===== config.mk =====
export PLATFORM = sky130hd
export DESIGN_NAME = tahm_front
export DESIGN_NICKNAME = d
export VERILOG_FILES = /design/src/hw/rtl/tahm_pkg.sv /design/src/hw/rtl/tahm_front.sv
export SDC_FILE = /design/constraint.sdc
export NUM_CORES = 1
export LEC_CHECK = 0
export BUFFER_PORTS_ARGS = -buffer_cell sky130_fd_sc_hd__buf_2
export CAP_MARGIN = 15
export CORE_AREA = 2 2 74 76
export DETAILED_ROUTE_END_ITERATION = 16
export DIE_AREA = 0 0 76 78
export GPL_ROUTABILITY_DRIVEN = 0
export MAX_ROUTING_LAYER = met4
export PLACE_DENSITY = 0.71
export SLEW_MARGIN = 20
export SYNTH_ARGS = -nofsm -noshare
export SYNTH_HDL_FRONTEND = slang
export SYNTH_SLANG_ARGS = --single-unit

===== constraint.sdc =====
create_clock -name clock -period 1.6 [get_ports clock]
set_clock_uncertainty 0.05 [all_clocks]
set_input_delay 0.24 -clock clock [delete_from_list [all_inputs] [get_ports clock]]
set_output_delay 0.24 -clock clock [all_outputs]
set_load 0.02 [all_outputs]

===== src/hw/rtl/tahm_pkg.sv =====
// ----------------------------------------------------------------------------
// tahm_pkg: shared types and constants of the thread activity hang monitor
// Holds field widths, snapshot capacity, request and action codes and the
// structs passed between the front, the queue and the back.
// ----------------------------------------------------------------------------
package tahm_pkg;

   // snapshot capacity and derived widths
   localparam int MAX_THREADS = 64;
   localparam int LEN_W       = $clog2(MAX_THREADS + 1);
   localparam int ADDR_W      = $clog2(2 * MAX_THREADS);
   localparam logic [LEN_W-1:0]  MAX_LEN    = LEN_W'(MAX_THREADS);
   localparam logic [ADDR_W-1:0] BANK1_BASE = ADDR_W'(MAX_THREADS);

   // decoupling queue
   localparam int QUEUE_DEPTH = 4;
   localparam int QPTR_W      = $clog2(QUEUE_DEPTH);
   localparam int QCNT_W      = $clog2(QUEUE_DEPTH + 1);

   // field widths
   localparam int TID_W  = 22;
   localparam int TIME_W = 32;
   localparam int CFG_W  = 8;
   localparam int CNT_W  = 8;

   // request type codes on the request tuser
   localparam logic [1:0] REQ_RECORD = 2'd0;
   localparam logic [1:0] REQ_END    = 2'd1;
   localparam logic [1:0] REQ_CLEAR  = 2'd2;

   // configuration register indexes
   localparam logic [1:0] CSR_HANG_LIMIT     = 2'd0;
   localparam logic [1:0] CSR_ACTIVITY_SLACK = 2'd1;

   // reset values of the configuration registers
   localparam logic [CFG_W-1:0] HANG_LIMIT_RESET = 8'd5;
   localparam logic [CFG_W-1:0] SLACK_RESET      = 8'd5;

   typedef enum logic [1:0] {
      KIND_RECORD = 2'd0,
      KIND_END    = 2'd1,
      KIND_CLEAR  = 2'd2
   } item_kind_type;

   typedef enum logic [1:0] {
      KILL_NONE  = 2'd0,
      KILL_TERM  = 2'd1,
      KILL_FORCE = 2'd2
   } kill_type;

   // one thread record as it arrives
   typedef struct packed {
      logic [1:0]        req_type;
      logic [TID_W-1:0]  thread_id;
      logic              is_sleeping;
      logic [TIME_W-1:0] user_time;
      logic [TIME_W-1:0] system_time;
   } req_type_fields_type;

   // classified item handed from front to back
   typedef struct packed {
      item_kind_type     kind;
      logic              store;     // record fits in the snapshot
      logic              sleeping;
      logic [LEN_W-1:0]  idx;       // slot for records, length for end
      logic [TID_W-1:0]  thread_id;
      logic [TIME_W-1:0] user_time;
      logic [TIME_W-1:0] system_time;
   } queue_entry_type;

   // one stored thread entry
   typedef struct packed {
      logic [TID_W-1:0]  thread_id;
      logic [TIME_W-1:0] user_time;
      logic [TIME_W-1:0] system_time;
   } store_entry_type;

   typedef struct packed {
      logic [CFG_W-1:0] hang_limit;
      logic [CFG_W-1:0] activity_slack;
   } cfg_type;

   typedef struct packed {
      logic             looks_hung;
      logic [CNT_W-1:0] streak_count;
      kill_type         kill_action;
      logic             snapshot_overflow;
   } rsp_fields_type;

endpackage


===== src/hw/rtl/tahm_front.sv =====
// ----------------------------------------------------------------------------
// tahm_front: request classifier
// Decodes each request, assigns a snapshot slot to thread records and
// pushes the classified item into the decoupling queue.
// ----------------------------------------------------------------------------
module tahm_front (
   input  logic                            clock,
   input  logic                            reset,
   input  logic                            req_valid,
   output logic                            req_ready,
   input  tahm_pkg::req_type_fields_type   req,
   output logic                            push,
   output tahm_pkg::queue_entry_type       push_entry,
   input  logic                            queue_ready
);

   logic [tahm_pkg::LEN_W-1:0] cur_len_ff;
   logic [tahm_pkg::LEN_W-1:0] cur_len_in;
   logic                       fits;
   logic                       fire;

   assign req_ready = queue_ready;
   assign fire      = req_valid && queue_ready;
   assign fits      = (cur_len_ff < tahm_pkg::MAX_LEN);

   // classify the request
   always_comb begin
      push_entry.kind        = tahm_pkg::KIND_RECORD;
      push_entry.store       = 1'b0;
      push_entry.sleeping    = req.is_sleeping;
      push_entry.idx         = cur_len_ff;
      push_entry.thread_id   = req.thread_id;
      push_entry.user_time   = req.user_time;
      push_entry.system_time = req.system_time;
      push                   = 1'b0;
      cur_len_in             = cur_len_ff;
      unique case (req.req_type)
         tahm_pkg::REQ_RECORD: begin
            push_entry.kind  = tahm_pkg::KIND_RECORD;
            push_entry.store = fits;
            push             = fire;
            if (fire && fits) begin
               cur_len_in = cur_len_ff + 1'b1;
            end
         end
         tahm_pkg::REQ_END: begin
            push_entry.kind = tahm_pkg::KIND_END;
            push            = fire;
            if (fire) begin
               cur_len_in = '0;
            end
         end
         tahm_pkg::REQ_CLEAR: begin
            push_entry.kind = tahm_pkg::KIND_CLEAR;
            push            = fire;
            if (fire) begin
               cur_len_in = '0;
            end
         end
         default: begin
            // unused request code: taken and dropped
            push = 1'b0;
         end
      endcase
   end

   // open snapshot length
   always_ff @(posedge clock) begin
      if (reset) begin
         cur_len_ff <= '0;
      end else begin
         cur_len_ff <= cur_len_in;
      end
   end

endmodule


### Word-level counts from Yosys, hierarchy flattened

Index checks and enable logic that the tools add are counted.
W data, S select, Z words.

* memories kept: 0
* latch bits: 0
* input bits: 93
* output and inout bits: 99
* bits in read-only memories: 0
* logic and storage cells: 20
* flip-flop bits (word level): 7
* memory bits (writable): 0

* bitwise gates (word level): 0
* reductions and logical operators: 7
* multiply operators: 0
* multiplexer cells: 6
* $lt $le $gt $ge: 1
* shift-type cells: 0
* divide/modulo/power cells: 0
* $add $sub $neg: 1
* equality and inequality tests: 4

Operators with widths (count)
* $mux W7: 2
* $pmux W7 S2: 1
* $add A7 B1 Y7 const B: 1
* $lt A7 B7 Y1 const B: 1
* $pmux W2 S2: 1
* $reduce_and A3 Y1: 1
* $reduce_or A3 Y1: 1
* $eq A2 B1 Y1 const B: 1
* $eq A2 B2 Y1 const B: 1
* $logic_and A1 B1 Y1: 2
* $logic_not A2 Y1: 1
* $mux W1: 2
* $ne A2 B1 Y1 const B: 1
* $ne A2 B2 Y1 const B: 1
* $reduce_bool A2 Y1: 1
* $reduce_or A2 Y1: 1

### Longest topological paths before layout

* depth after elaboration: 4
* gate-level depth with buffers: 6
* mapped depth without buffers: 6

### Worst setup path before layout

No wires, ideal clock.

* path kind: input port to flip-flop
* from: input req[87] in the netlist's numbering
* to: register cur_len_ff[4] in the netlist's numbering
* setup slack: 0.054 ns
* path buffers: 0
* setup time: 0.117 ns
* stages on the path: 6
* arrival: 1.378 ns
* cells stage by stage: inv_1 ha_1 a21boi_2 o22ai_4 o21ai_1 a32o_1

* cells in the longest elaborated chain, start to end: 4
* elaborated cells between the ends (all ways): 9

Ends and longest elaborated chain
* start: declaration: line tahm_front.sv:11 `input tahm_pkg::req_type_fields_type req,`
* $eq A2 B2 Y1 or $eq A2 B1 Y1 (tied branches): line tahm_front.sv:37 `unique case (req.req_type)`
* $reduce_or A2 Y1 (no line)
* $ne A2 B1 Y1 (no line) or $reduce_bool A2 Y1 (tied branches)
* $reduce_and A3 Y1 (no line)
* end signal: assignment: line tahm_front.sv:72 `cur_len_ff <= cur_len_in;`
* end: declaration: line tahm_front.sv:17 `logic [tahm_pkg::LEN_W-1:0] cur_len_ff;`

Parallel ways exist; a longest one is shown, timed or not.
A chain may end at the register's enable or synchronous reset.

### Worst setup path after layout

* from: input req[87] in the netlist's numbering
* to: register cur_len_ff[1] in the netlist's numbering

The elaborated chain is that of the path after synthesis.

==> flow_summary.yaml <==
outcome:
  status: "finished clean"
grt:
  grt_util_met1_pct: 5.02
  grt_pass1_wl_um: 2730
  grt_pass1_vias: 568
  grt_max_degree: 9
  antenna_found_initial: 0
  met3_usage_pct: 3.60
  busiest_layer: "met4"
  grt_overflow_total: 0
  grt_use_met2_pct: 7.77
  grt_util_all_layers_pct: 6.00
worst_setup_path:
  cp_num_buf_inv: 3
  cp_slowest_cell: "ha_1"
  crit_family: "buffers and inverters"
  reg2regPathDepth: 5
  timing.rr.end: "cur_len_ff[6]"
  cp.depth: 8
  worst-endpoint-required_ns: 1.66
  r2r_slack_ns: 0.28
  rr_startpoint: "cur_len_ff[0]"
  critPathKind: "input port to register"
  cpPeakStageDelay_ns: 0.29
  worst_setup_path_start_kind: "input port"
  critPathArrivalTime_ns: 1.40
  critPathMaxFanout: 4
  cp_cell_sequence: "buf_2 -> inv_1 -> ha_1 -> a21boi_2 -> o22ai_4 -> buf_4 -> mux2i_1 -> nor2_1"
  crit_path_end_kind: "register"
synth:
  ys.flop_type: "dfxtp_1"
  synth_edf_count: 0
  netlist_instances: 141
  yosysMostFrequentCell: "buf_4"
  synth_warnings: 0
  yosys.area.top_type: "buf_4"
  netlist_area_um2: 1160
  ys_ff_latch: 7
  syn_avg_cell_area_um2: 8.24
  yosysUniqueCellTypes: 26
  synth_top_area_share_pct: 56.8
  syn_nets: 239
  synthArstFlopShare_pct: 0
  synthTopCellsByArea: "buf_4 (57%), dfxtp_1 (12%), ha_1 (5.4%)"
  yosys-top-cells-count: "buf_4 (88), dfxtp_1 (7), ha_1 (5), inv_1 (4), nor2_1 (4)"
  yosysSeqAreaShare_pct: 12.1
clock_network:
  postCtsHoldBufs: 0
  max-clock-path-buffers: 2
  path_clk_slew_ns: 0.04
  clkLatencyLatePin_ns: 0.22
  cts_setup_buffers: 0
  cts_max_level: 1
  cts_tree: "done"
  clockRootBuffer: "clkbuf_8"
  cts.repair.resized: 0
  cts_inserted_buffers: 3
  cts_sinks: 7
final_layout:
  largest_reg_flops: 7
  regMostFlops: "cur_len_ff"
  top_regs: "cur_len_ff: 7 flops"
  antennaDiodeCount: 0
  design_area_um2: 746
  area_growth_pct: -35.8
  fin_nets: 176
  fillCellCount: 576
  final_layout_size_suffix_gt1_share_pct: 39.0
  final_cells: 147
sta:
  period_share_pct: 84.0
  worst-slew-pin-transition_ns: 0.305
  tns_ns: 0
  rsz0062_at_grt: "false"
  hold_viol_final: 0
  clock.fmax_mhz: 744
  fin_crit_ns: 1.34
  hold_slack_ns: 0.268
  drv_slew: 0
  relSlewSlack_pct: 79.6
  setup_viol: 0
placement:
  dp.cells: 143
  io_buffers: 17
  hpwl_um: 1430
  placedInstanceArea_um2: 701
die:
  dieWidth_um: 76
  ios: 192
  initial_core_util_pct: 23.1
  core_um2: 5040
  rows: 26
  die_area_um2: 5930
  die_h_um: 78
detailed_routing:
  routed_wl_um: 1780
  final_antenna_net_count: 0
  post_drt_wl_per_cell_um: 12.1
  num_vias: 572
  drcViolationCount: 0
  dr.pass1.iters: 5
  vias_per_cell: 3.89
  first_iter_violations: 7
hold_path:
  hold-path-cell-count: 2
  min_path_type: "input port to register"
  min_from: "reset"
  hold_path_end: "cur_len_ff[3]"
pwr:
  power.leakage_nw: 0.360
  pwr_density_cell_nw_per_um2: 729
  total_power_w: 0.000544
  vdd_drop_max_mv: 0.317
run:
  maxCapViolCount: 0
-- layout make-up --
cell class / count / area [um^2] / share of cell area [%]
repair buffers: 21 / 115 / 15.4
multi-input cells: 41 / 343 / 46.0
clock buffers: 4 / 45.0 / 6.04
well taps: 70 / 87.6 / 11.7
inverters: 4 / 15.0 / 2.01
flip-flops and latches: 7 / 140 / 18.8
-- where the power goes --
part           total (W)  internal [W]  switching [W]
registers       0.000182      0.000179     0.00000347
clock network   0.000247      0.000172      0.0000746
logic           0.000115     0.0000489      0.0000659
-- per-layer routing --
layer,vias up,part of all wire (%)
li1,240,-
met1,253,34
met2,43,42
met3,36,14
met4,0,9.4
met5,-,0
-- per-stage QoR --
stage / worst slack, ns / utilization, %
finish: 0.256 / 14.8
global route: 0.145 / 14.8
CTS: 0.252 / 14.8
detailed placement: 0.0148 / 13.9
global placement: 0.0499 / 13.9
floorplan: 0.0544 / -
-- worst max path at each step --
| stage | from | slack (ns) | to |
|---|---|---|---|
| 6_report | req[87] | 0.26 | cur_len_ff[1] |
| 5_1_grt | cur_len_ff[0] | 0.15 | cur_len_ff[6] |
| 4_1_cts | req[87] | 0.25 | cur_len_ff[1] |
| 3_5_place_dp | req[87] | 0.01 | cur_len_ff[1] |
| 3_3_place_gp | req[87] | 0.05 | cur_len_ff[1] |
| 2_1_floorplan | req[87] | 0.05 | cur_len_ff[4] |
-- placed cells by master, fill, tap and decap left out --
cell       n
a211oi_4   1
nor2_1     4
inv_1      4
nand3b_4   1
clkbuf_8   3
dfxtp_1    7
o211a_1    2
nand2_1    2
nor3b_1    1
a32o_1     3
mux2i_1    1
ha_1       5
nor3_2     2
nand3_1    1
clkbuf_1   1
a21oi_1    2
o21a_1     1
nor3_1     1
or2_1      1
buf_2     17
nor2b_1    3
buf_4      4
a21boi_2   1
nor4_1     1
o22ai_4    1
and3_1     3
and2_1     1
o21ai_1    3
-- cell families (layout without fill, tap and decap cells) --
kind of cell	after synthesis	count (layout)	share of synthesized area (%)
AND/OR/NAND/NOR	21	21	11.7
flip-flops	7	7	12.1
AO/OA/AOI/OAI	14	14	11.5
multiplexers	1	1	0.861
buffers and inverters	93	29	58.4
adder cells (fa/ha/maj)	5	5	5.38
Note: power is estimated with default switching activity, not from simulation.
