`src/hw/rtl/tahm_pkg.sv`:
```
// ----------------------------------------------------------------------------
// tahm_pkg: shared types and constants of the thread activity hang monitor
// Holds field widths, snapshot capacity, request and action codes and the
// structs passed between the front, the queue and the back.
// ----------------------------------------------------------------------------
package tahm_pkg;

   // snapshot capacity and derived widths
   localparam int MAX_THREADS = 64;
   localparam int LEN_W       = $clog2(MAX_THREADS + 1);
   localparam int ADDR_W      = $clog2(2 * MAX_THREADS);
   localparam logic [LEN_W-1:0]  MAX_LEN    = LEN_W'(MAX_THREADS);
   localparam logic [ADDR_W-1:0] BANK1_BASE = ADDR_W'(MAX_THREADS);

   // decoupling queue
   localparam int QUEUE_DEPTH = 4;
   localparam int QPTR_W      = $clog2(QUEUE_DEPTH);
   localparam int QCNT_W      = $clog2(QUEUE_DEPTH + 1);

   // field widths
   localparam int TID_W  = 22;
   localparam int TIME_W = 32;
   localparam int CFG_W  = 8;
   localparam int CNT_W  = 8;

   // request type codes on the request tuser
   localparam logic [1:0] REQ_RECORD = 2'd0;
   localparam logic [1:0] REQ_END    = 2'd1;
   localparam logic [1:0] REQ_CLEAR  = 2'd2;

   // configuration register indexes
   localparam logic [1:0] CSR_HANG_LIMIT     = 2'd0;
   localparam logic [1:0] CSR_ACTIVITY_SLACK = 2'd1;

   // reset values of the configuration registers
   localparam logic [CFG_W-1:0] HANG_LIMIT_RESET = 8'd5;
   localparam logic [CFG_W-1:0] SLACK_RESET      = 8'd5;

   typedef enum logic [1:0] {
      KIND_RECORD = 2'd0,
      KIND_END    = 2'd1,
      KIND_CLEAR  = 2'd2
   } item_kind_type;

   typedef enum logic [1:0] {
      KILL_NONE  = 2'd0,
      KILL_TERM  = 2'd1,
      KILL_FORCE = 2'd2
   } kill_type;

   // one thread record as it arrives
   typedef struct packed {
      logic [1:0]        req_type;
      logic [TID_W-1:0]  thread_id;
      logic              is_sleeping;
      logic [TIME_W-1:0] user_time;
      logic [TIME_W-1:0] system_time;
   } req_type_fields_type;

   // classified item handed from front to back
   typedef struct packed {
      item_kind_type     kind;
      logic              store;     // record fits in the snapshot
      logic              sleeping;
      logic [LEN_W-1:0]  idx;       // slot for records, length for end
      logic [TID_W-1:0]  thread_id;
      logic [TIME_W-1:0] user_time;
      logic [TIME_W-1:0] system_time;
   } queue_entry_type;

   // one stored thread entry
   typedef struct packed {
      logic [TID_W-1:0]  thread_id;
      logic [TIME_W-1:0] user_time;
      logic [TIME_W-1:0] system_time;
   } store_entry_type;

   typedef struct packed {
      logic [CFG_W-1:0] hang_limit;
      logic [CFG_W-1:0] activity_slack;
   } cfg_type;

   typedef struct packed {
      logic             looks_hung;
      logic [CNT_W-1:0] streak_count;
      kill_type         kill_action;
      logic             snapshot_overflow;
   } rsp_fields_type;

endpackage

```
`src/hw/rtl/tahm_queue.sv`:
```
// ----------------------------------------------------------------------------
// tahm_queue: decoupling queue
// Short first-in first-out buffer of classified items between the front
// and the back, so either side can stall on its own.
// ----------------------------------------------------------------------------
module tahm_queue (
   input  logic                       clock,
   input  logic                       reset,
   input  logic                       push,
   input  tahm_pkg::queue_entry_type  push_entry,
   output logic                       push_ready,
   input  logic                       pop,
   output logic                       head_valid,
   output tahm_pkg::queue_entry_type  head
);

   tahm_pkg::queue_entry_type entries_ff [tahm_pkg::QUEUE_DEPTH];
   logic [tahm_pkg::QPTR_W-1:0] wr_ptr_ff;
   logic [tahm_pkg::QPTR_W-1:0] wr_ptr_in;
   logic [tahm_pkg::QPTR_W-1:0] rd_ptr_ff;
   logic [tahm_pkg::QPTR_W-1:0] rd_ptr_in;
   logic [tahm_pkg::QCNT_W-1:0] count_ff;
   logic [tahm_pkg::QCNT_W-1:0] count_in;
   logic                        do_push;
   logic                        do_pop;

   assign push_ready = (count_ff != tahm_pkg::QCNT_W'(tahm_pkg::QUEUE_DEPTH));
   assign head_valid = (count_ff != '0);
   assign head       = entries_ff[rd_ptr_ff];
   assign do_push    = push && push_ready;
   assign do_pop     = pop && head_valid;

   // pointer and fill update
   always_comb begin
      wr_ptr_in = do_push ? wr_ptr_ff + 1'b1 : wr_ptr_ff;
      rd_ptr_in = do_pop ? rd_ptr_ff + 1'b1 : rd_ptr_ff;
      count_in  = count_ff;
      if (do_push && !do_pop) begin
         count_in = count_ff + 1'b1;
      end else if (do_pop && !do_push) begin
         count_in = count_ff - 1'b1;
      end
   end

   always_ff @(posedge clock) begin
      if (reset) begin
         wr_ptr_ff <= '0;
         rd_ptr_ff <= '0;
         count_ff  <= '0;
      end else begin
         wr_ptr_ff <= wr_ptr_in;
         rd_ptr_ff <= rd_ptr_in;
         count_ff  <= count_in;
      end
   end

   // entry storage
   always_ff @(posedge clock) begin
      if (do_push) begin
         entries_ff[wr_ptr_ff] <= push_entry;
      end
   end

endmodule

```
`config.mk`:
```
export PLATFORM = sky130hd
export DESIGN_NAME = tahm_queue
export DESIGN_NICKNAME = d
export VERILOG_FILES = /design/src/hw/rtl/tahm_pkg.sv /design/src/hw/rtl/tahm_queue.sv
export SDC_FILE = /design/constraint.sdc
export NUM_CORES = 1
export LEC_CHECK = 0
export CORE_ASPECT_RATIO = 1.4
export CORE_MARGIN = 8
export CORE_UTILIZATION = 28
export CTS_CLUSTER_DIAMETER = 200
export DETAILED_ROUTE_END_ITERATION = 8
export DONT_BUFFER_PORTS = 1
export PLACE_DENSITY_LB_ADDON = 0.3
export SLEW_MARGIN = 20
export SYNTH_ARGS = -nofsm -noshare
export SYNTH_HDL_FRONTEND = slang
export SYNTH_SLANG_ARGS = --single-unit
```
`constraint.sdc`:
```
create_clock -name clock -period 7 [get_ports clock]
set_input_delay 1.05 -clock clock [delete_from_list [all_inputs] [get_ports clock]]
set_output_delay 1.05 -clock clock [all_outputs]
set_load 0.01 [all_outputs]
```
; ---- Word level (Yosys, flattened, before mapping)
; Memories as Yosys holds them, arrays and structs flattened. A register that Yosys moved wholly into a read port is not among the register bits.
; Cells that the tools add are included.
[classes]
add_sub_neg = 4
multipliers = 0
div = 0
magnitude_cmp = 0
n_eq_ne = 1
shifts = 0
mux = 6
n_bitwise = 0
reduce_logical = 8
[ops]
columns = cell, n
row1 = $mux W3, 2
row2 = $add A2 B1 Y2 const B, 2
row3 = $logic_and A1 B1 Y1, 4
row4 = $mux W2, 2
row5 = $add A3 B1 Y3 const B, 1
row6 = $ne A3 B3 Y1 const B, 1
row7 = $reduce_bool A3 Y1, 1
row8 = $sub A3 B1 Y3 const B, 1
row9 = $logic_not A1 Y1, 2
row10 = $mux W1, 2
row11 = $reduce_bool A2 Y1, 1
[word_totals]
register_bits = 7
latchBits = 0
ram_bits = 388
mem_bits_ro = 0
inputBits = 101
elab_cells = 23
memories = 1
[mem_list]
columns = memory, words, word_bits, rd, rd_clocked_by_memory_dff, write_ports, line
row1 = entries_ff, 4, 97, 1, 1, 1, tahm_queue.sv:17  ; tahm_pkg::queue_entry_type entries_ff [tahm_pkg::QUEUE_DEPTH];

; ---- Logic depth before layout (Yosys ltp)
; Gate-level depths: netlist of the first run.
[depth]
word_depth = 6
mapped_depth = 8

; ---- Worst setup path before layout of the first run
; No wires, ideal clock.
[synth_path]
kind = input-to-reg
from = input port push
to = memory entries_ff[0][0] in the netlist's numbering (enable)
setup_ns = 0.467
arrival_ns = 3.603
required_ns = 6.533
setup_slack_ns = 2.930
stages = 2
cell_sequence = a21boi_2 and2_1
[synth_via]
elab_chain_cells = 3
[synth_lines]
columns = item, line
row1 = from (decl), tahm_queue.sv:9  ; input logic push,
row2 = $logic_and A1 B1 Y1, tahm_queue.sv:30  ; assign do_push = push && push_ready;
row3 = $mux W1, tahm_queue.sv:59  ; if (do_push) begin
row4 = $mux W1 (not written as such), tahm_queue.sv:60  ; entries_ff[wr_ptr_ff] <= push_entry;
row5 = to (decl), tahm_queue.sv:17
; No other way between the ends.

==> impl_metrics.ini, run 1 <==
[yosys]
synth_compound_area_share_pct = 0.2598
synthSimpleGateAreaFrac_pct = 0.5801
synth_top_family_by_area = multiplexers
synth.avg_cell_area_sq_um = 26.04
ys_async_sr_fraction_pct = 0
synthesis.nets = 662
yosysSeqAreaShare_pct = 81.88
ys_warn_count = 0
post_synth_xor_area_fraction_pct = 0.2424
synth-main-ff-cell = sky130_fd_sc_hd__edfxtp_1
synth_cells = 555
synth_area_leader_cell = sky130_fd_sc_hd__edfxtp_1
synth_enable_flop_cells = 388
synth.area.top_cells = sky130_fd_sc_hd__edfxtp_1 (81%), sky130_fd_sc_hd__mux4_2 (15%), sky130_fd_sc_hd__dfxtp_1 (1.2%), sky130_fd_sc_hd__ha_1 (0.43%), sky130_fd_sc_hd__buf_8 (0.42%)
synth.most_common_cell = sky130_fd_sc_hd__edfxtp_1
mappedNetlistArea_sq_um = 14450
synth.top_cell.area_share_pct = 80.63
synth_mux_area_share_pct = 15.33
yosys.cell_types.count = 23
synthAdderAreaFrac_pct = 0.5715
netlist_top_cells_count = sky130_fd_sc_hd__edfxtp_1 (388), sky130_fd_sc_hd__mux4_2 (97), sky130_fd_sc_hd__buf_2 (11)
total_of_flip_flops_plus_latches_after_synthesis = 397

[clocking]
cts-hold-fix-buffers = 0
post_cts_resized = 0
clock_slew_at_reported_path_ffs_ns = 0.06
clock-root-buffer = sky130_fd_sc_hd__clkbuf_16
cts.sinks = 397
maximum_count_of_clock_buffers_along_a_single_path = 3
htree_num_levels = 2
clock_buffer_count_from_cts = 38
number_of_setup_buffers_added_after_cts = 0
tritoncts = built
clk-insertion-delay-late_ns = 0.55

[cells_and_area]
drive_gt1_share_pct = 27.63
flow.area_growth_from_synthesis_pct = 13.56
antenna-diode-count = 0
nNetsFinal = 687

[floorplan]
die_area_sq_um = 59240
io-pin-count = 200
initial_util_pct = 28.33
floorplan.die.height_um = 284.8
die_w_um = 208.0
placementRows = 98
core_region_area_sq_um = 51010

[place]
finalWeightedCongestion = 0.6628
post-dp-hpwl_um = 17780
port-buffer-count = 0

[global_route]
maximum_number_of_pins_on_one_net_before_global_route_repair = 67
grt-ovfl-total = 0
vias_in_the_first_global_route = 6320
globalRouteTotalUtil_pct = 9.605
grt_antenna_before_repair = 1
grt_first_pass_wirelength_um = 42290

[hold_path]
holdCritPathClass = flop to flop

[critical_path]
critPathCaptureType = output port
timing.critical_path.arrival_ns = 2.73
cp-start-kind = flop
cp.required_ns = 5.95
critPathMaxFanout = 35
worstSetupPathType = flop to output port

[drt]
drt-vias-per-instance = 4.521
ant_nets = 0
via_count = 5687
wl_um = 28770
dr.pass1.iters = 4
remaining_drc_errors = 0
wl_per_cell_um = 22.87
drt_iter0_drc = 352

[sta]
finalSetupViolCount = 0
fin_crit_sh_pct = 53.96
hold_viol = 0
slew_viol_final = 0
rsz0062_at_grt = no
final_period_minus_worst_setup_slack_ns = 3.777
holdWs_ns = 0.5342
max_slew.worst_pin.slew_ns = 1.032
timing.clock.skew_ns = 0.02881
post_route_setup_tns_ns = 0
max_clock_freq_mhz = 264.8
timing.max_slew.rel_slack_pct = 31.19

[outcome]
outcome = completed

[power_and_ir_drop]
static_power_due_to_leakage_nw = 4.910
powerDensity_nw_per_um2 = 370.1
total_power_mw = 6.074
max_ir_drop_vdd_mv = 0.2496

[job]
drv_cap = 0
[metrics by stage]
stage               instances  util, %  cell area (sq um)  setup WS [ns]
finish                   1258    32.17              16410          3.223
global route             1258    32.17              16410          2.935
CTS                      1257    32.09              16370          2.977
detailed placement       1189    29.76              15180          3.491
global placement         1189    29.76              15180          3.598
floorplan                 555        -              14450          2.930
[critical path, cell delays in order, from the launching register on]
cell and delay (ns):
sky130_fd_sc_hd__dfxtp_4 0.73, sky130_fd_sc_hd__buf_4 0.70, sky130_fd_sc_hd__mux4_2 0.66
[worst paths after layout]
check                                end                 startpoint  cells after the start  slack, ns
min            wr_ptr_ff[1]$_SDFFE_PP0P_  wr_ptr_ff[1]$_SDFFE_PP0P_                      2       0.53
min reg2reg    wr_ptr_ff[1]$_SDFFE_PP0P_  wr_ptr_ff[1]$_SDFFE_PP0P_                      2       0.53
max                             head[71]                       flop                      2       3.22
max reg2reg  entries_ff[1][10]$_DFFE_PP_   count_ff[0]$_SDFFE_PP0P_                      4       4.28
[cells in the final DEF (no fill, tap or decap), types with 5 or more instances in the layout]
master,synthesis,final
sky130_fd_sc_hd__clkinv_2,0,7
sky130_fd_sc_hd__edfxtp_1,388,388
sky130_fd_sc_hd__clkinv_1,0,7
sky130_fd_sc_hd__clkbuf_1,7,6
sky130_fd_sc_hd__nor2_1,8,8
sky130_fd_sc_hd__dfxtp_1,9,7
sky130_fd_sc_hd__clkbuf_16,0,38
sky130_fd_sc_hd__mux4_2,97,97
sky130_fd_sc_hd__ha_1,5,5
[area by class of cell]
class | instances | area, sq um
fillers | 4776 | 34600
flip-flops and latches | 397 | 11840
multi-input cells | 132 | 2465
clock buffers | 44 | 973.4
well taps | 650 | 813.3
clock inverters | 24 | 216.5
repair buffers | 8 | 91.34
inverters | 3 | 11.26
[registers in the layout (all words and copies together) (netlist names), named ones only]
register	cells
count_ff	3
rd_ptr_ff	2
wr_ptr_ff	2
entries_ff	388
[routing by layer]
| layer | GRT usage, % | wire (um) | share of wire (%) | vias to the layer above |
|---|---|---|---|---|
| met5 | 0 | 14 | 0.049 | - |
| met2 | 16.88 | 14760 | 51 | 195 |
| met3 | 4.754 | 2876 | 10 | 59 |
| met1 | 9.579 | 10120 | 35 | 3005 |
| li1 | - | - | - | 2426 |
| met4 | 3.946 | 1006 | 3.5 | 2 |
[power breakdown]
group	switching, mW	total (mW)	leakage [nW]	internal, mW
registers	0.119	3.01	3.63	2.89
clock network	0.839	1.95	0.577	1.11
logic	0.635	1.11	0.702	0.477
total	1.59	6.07	4.91	4.48
[cell families (layout without fill, tap and decap cells)]
group / Yosys count / after routing
flip-flops: 397 / 397
multiplexers: 100 / 100
buffers and inverters: 26 / 79
AND/OR/NAND/NOR: 17 / 17
adder cells (fa/ha/maj): 6 / 6
AO/OA/AOI/OAI: 5 / 5
XOR/XNOR: 4 / 4
(Power assumes the default switching activity.)
==> inputs of run 2 (changes only) <==
- ABC_AREA: not set -> 1
- clock period: 7 -> 3.5 ns (I/O delays scaled with it)
==> run 2 against run 1 <==
Against the previous run: cell count rose by 39%; non-clock buffer count rose by 10; area after synthesis rose by 2.6%; setup slack got worse by 2.5 ns; cell area rose by 3.1%; sequential power rose by 97%; critical path depth rose by 2; clock skew fell by 0.013 ns; via count rose by 42%.
==> impl_metrics.ini, run 2 <==
[yosys]
synth_cells = 1005
synth-main-ff-cell = sky130_fd_sc_hd__edfxtp_1
synth.top_cell.area_share_pct = 78.62
ys_warn_count = 0
synthesis.nets = 1112
synth_compound_area_share_pct = 10.78
netlist_top_cells_count = sky130_fd_sc_hd__edfxtp_1 (388), sky130_fd_sc_hd__nor2_1 (208), sky130_fd_sc_hd__o21ai_0 (132)
synth_mux_area_share_pct = 0
mappedNetlistArea_sq_um = 14820
synth_top_family_by_area = compound AO/OA/AOI/OAI gates
synthAdderAreaFrac_pct = 0.5572
synth.avg_cell_area_sq_um = 14.75
synth_enable_flop_cells = 388
synthSimpleGateAreaFrac_pct = 5.834
ys_async_sr_fraction_pct = 0
yosysSeqAreaShare_pct = 79.83
yosys.cell_types.count = 20
synth.most_common_cell = sky130_fd_sc_hd__edfxtp_1
post_synth_xor_area_fraction_pct = 0.05910
synth_area_leader_cell = sky130_fd_sc_hd__edfxtp_1
synth.area.top_cells = sky130_fd_sc_hd__edfxtp_1 (79%), sky130_fd_sc_hd__nor2_1 (5.3%), sky130_fd_sc_hd__o21ai_0 (4.5%), sky130_fd_sc_hd__o22ai_1 (4.1%), sky130_fd_sc_hd__o21ai_1 (2.1%)
total_of_flip_flops_plus_latches_after_synthesis = 397

[cells_and_area]
largest_register_ff_count = 388
drive_gt1_share_pct = 7.841
nNetsFinal = 1111
fin_area_sq_um = 16910
registers.top_by_ff_count = entries_ff
top_registers = entries_ff (388), count_ff (3)
flow.area_growth_from_synthesis_pct = 14.11
layout.cells.most_common_list = sky130_fd_sc_hd__edfxtp_1 (388), sky130_fd_sc_hd__nor2_1 (204), sky130_fd_sc_hd__o21ai_0 (132)
instances_no_fill = 1747
antenna-diode-count = 0
most_common_library_cell_in_the_layout_ignoring_fill_and_taps = sky130_fd_sc_hd__edfxtp_1

[floorplan]
die_w_um = 210.4
core_region_area_sq_um = 52800
die_area_sq_um = 60650
placementRows = 100
io-pin-count = 200
floorplan.die.height_um = 288.2
initial_util_pct = 28.07

[place]
port-buffer-count = 0
instance_area_at_placement_sq_um = 15650
finalWeightedCongestion = 0.7022
dpl.cell_count = 1674
dp_worst_setup_slack_ns = 1.146
post-dp-hpwl_um = 20010

[power_and_ir_drop]
max_ir_drop_vdd_mv = 0.4282
powerDensity_nw_per_um2 = 741.9
static_power_due_to_leakage_nw = 5.334
share_seq_of_total_power_pct = 47.2
netSwitchingPower_mw = 3.858
power.share.combinational_pct = 20.3
clock_network_fraction_of_total_power_pct = 32.5
switching_share_pct = 30.75
p_int_mw = 8.689

[sta]
slew_viol_final = 0
timing.max_slew.rel_slack_pct = 50.01
final_period_minus_worst_setup_slack_ns = 2.807
post_route_setup_tns_ns = 0
setup_slack_ns = 0.6934
fin_crit_sh_pct = 80.19
hold_viol = 0
timing.clock.skew_ns = 0.01617
finalSetupViolCount = 0
max_clock_freq_mhz = 356.3
max_slew.worst_pin.slew_ns = 0.7498
rsz0062_at_grt = no

[drt]
drt_iter0_drc = 470
wl_per_cell_um = 20.29
wl_um = 35450
dr.pass1.iters = 6
ant_nets = 0
remaining_drc_errors = 0
drt-vias-per-instance = 4.634
via_count = 8096

[clocking]
tritoncts = built
clock_slew_at_reported_path_ffs_ns = 0.07
htree_num_levels = 2
cts.sinks = 397
clock_buffer_count_from_cts = 41
number_of_setup_buffers_added_after_cts = 0
maximum_count_of_clock_buffers_along_a_single_path = 3
clk-insertion-delay-late_ns = 0.55
clock-root-buffer = sky130_fd_sc_hd__clkbuf_16

[critical_path]
timing.critical_path.arrival_ns = 2.28
worst_r2r_startpoint = count_ff[0]$_SDFFE_PP0P_
reg2reg_end = entries_ff[0][78]$_DFFE_PP_
critPathMaxFanout = 54
rrSetupSlack_ns = 1.21
worstSetupPathType = flop to output port
critPathCaptureType = output port
cp-start-kind = flop
cp.required_ns = 2.97
worstRegToRegCells = 5

[global_route]
maximum_number_of_pins_on_one_net_before_global_route_repair = 98
grt-ovfl-total = 0
vias_in_the_first_global_route = 7986
grt_antenna_before_repair = 0
globalRouteTotalUtil_pct = 11.40
grt_first_pass_wirelength_um = 52060

[hold_path]
worstHoldEndpoint = entries_ff[1][92]$_DFFE_PP_
hold_path_startpoint = push_entry[92]
hold_path_depth = 0
holdCritPathClass = input pin to flop

[job]
drv_cap = 0

[outcome]
outcome = completed
-- run 2: through the flow --
stage | total power [mW] | hold slack (ns) | util, %
finish | 12.55 | 0.06386 | 32.03
detailed placement | 8.673 | 0.4842 | 29.64
floorplan | 7.876 | 0.4594 | -
CTS | 12.80 | 0.01138 | 32.03
global route | 13.18 | 0.02209 | 32.03
global placement | 8.627 | 0.4801 | 29.64
-- run 2: area by class of cell --
| type | instances | area (sq um) |
|---|---|---|
| fillers | 5261 | 35890 |
| flip-flops and latches | 397 | 11840 |
| multi-input cells | 530 | 2584 |
| clock buffers | 53 | 1135 |
| well taps | 714 | 893.4 |
| repair buffers | 18 | 275.3 |
| clock inverters | 19 | 118.9 |
| inverters | 16 | 66.31 |
-- run 2: cell families after synthesis --
group | count (synthesis)
AOI/OAI and AO/OA | 295
xor gates and xnor gates | 1
adders and majority gates | 6
buffers and inverters | 78
DFF | 397
and+or+nand+nor | 228
-- run 2: critical path: stages, from the launching register on --
cell and delay, ns:
sky130_fd_sc_hd__dfxtp_4 0.43, sky130_fd_sc_hd__inv_6 0.41, sky130_fd_sc_hd__buf_4 0.43, sky130_fd_sc_hd__nor2_1 0.07, sky130_fd_sc_hd__o22ai_1 0.36
-- run 2: routing by layer --
layer	GRT usage [%]	up-vias	routed length (um)
li1	-	3776	-
met1	13.11	4021	13960
met2	19.06	243	17230
met3	4.647	56	3350
met4	3.926	0	911
met5	0	-	0
-- run 2: power by group through the flow --
stage / Combinational, mW / Sequential, mW / Clock, mW
after floorplan: 1.87 / 6.00 / 0
after CTS: 2.65 / 5.92 / 4.23
after global routing: 2.84 / 5.96 / 4.38
final: 2.55 / 5.92 / 4.08
after global placement: 2.62 / 6.01 / 0
after detailed placement: 2.65 / 6.02 / 0
-- run 2: worst max-delay path by stage --
stage	startpoint	to	slack, ns	cells after the start
floorplan	count_ff[0]$_SDFFE_PP0P_	entries_ff[0][0]$_DFFE_PP_	-0.23	4
global placement	count_ff[0]$_SDFFE_PP0P_	entries_ff[0][5]$_DFFE_PP_	1.17	5
detailed placement	count_ff[0]$_SDFFE_PP0P_	entries_ff[0][78]$_DFFE_PP_	1.15	5
CTS	flop	head[83]	0.58	4
global route	flop	head[83]	0.46	4
finish	flop	head[69]	0.69	4
-- run 2: what timing repair did --
action	CTS	global route
gates resized for setup	0	0
hold endpoints to repair	4	0
hold buffers	1	0
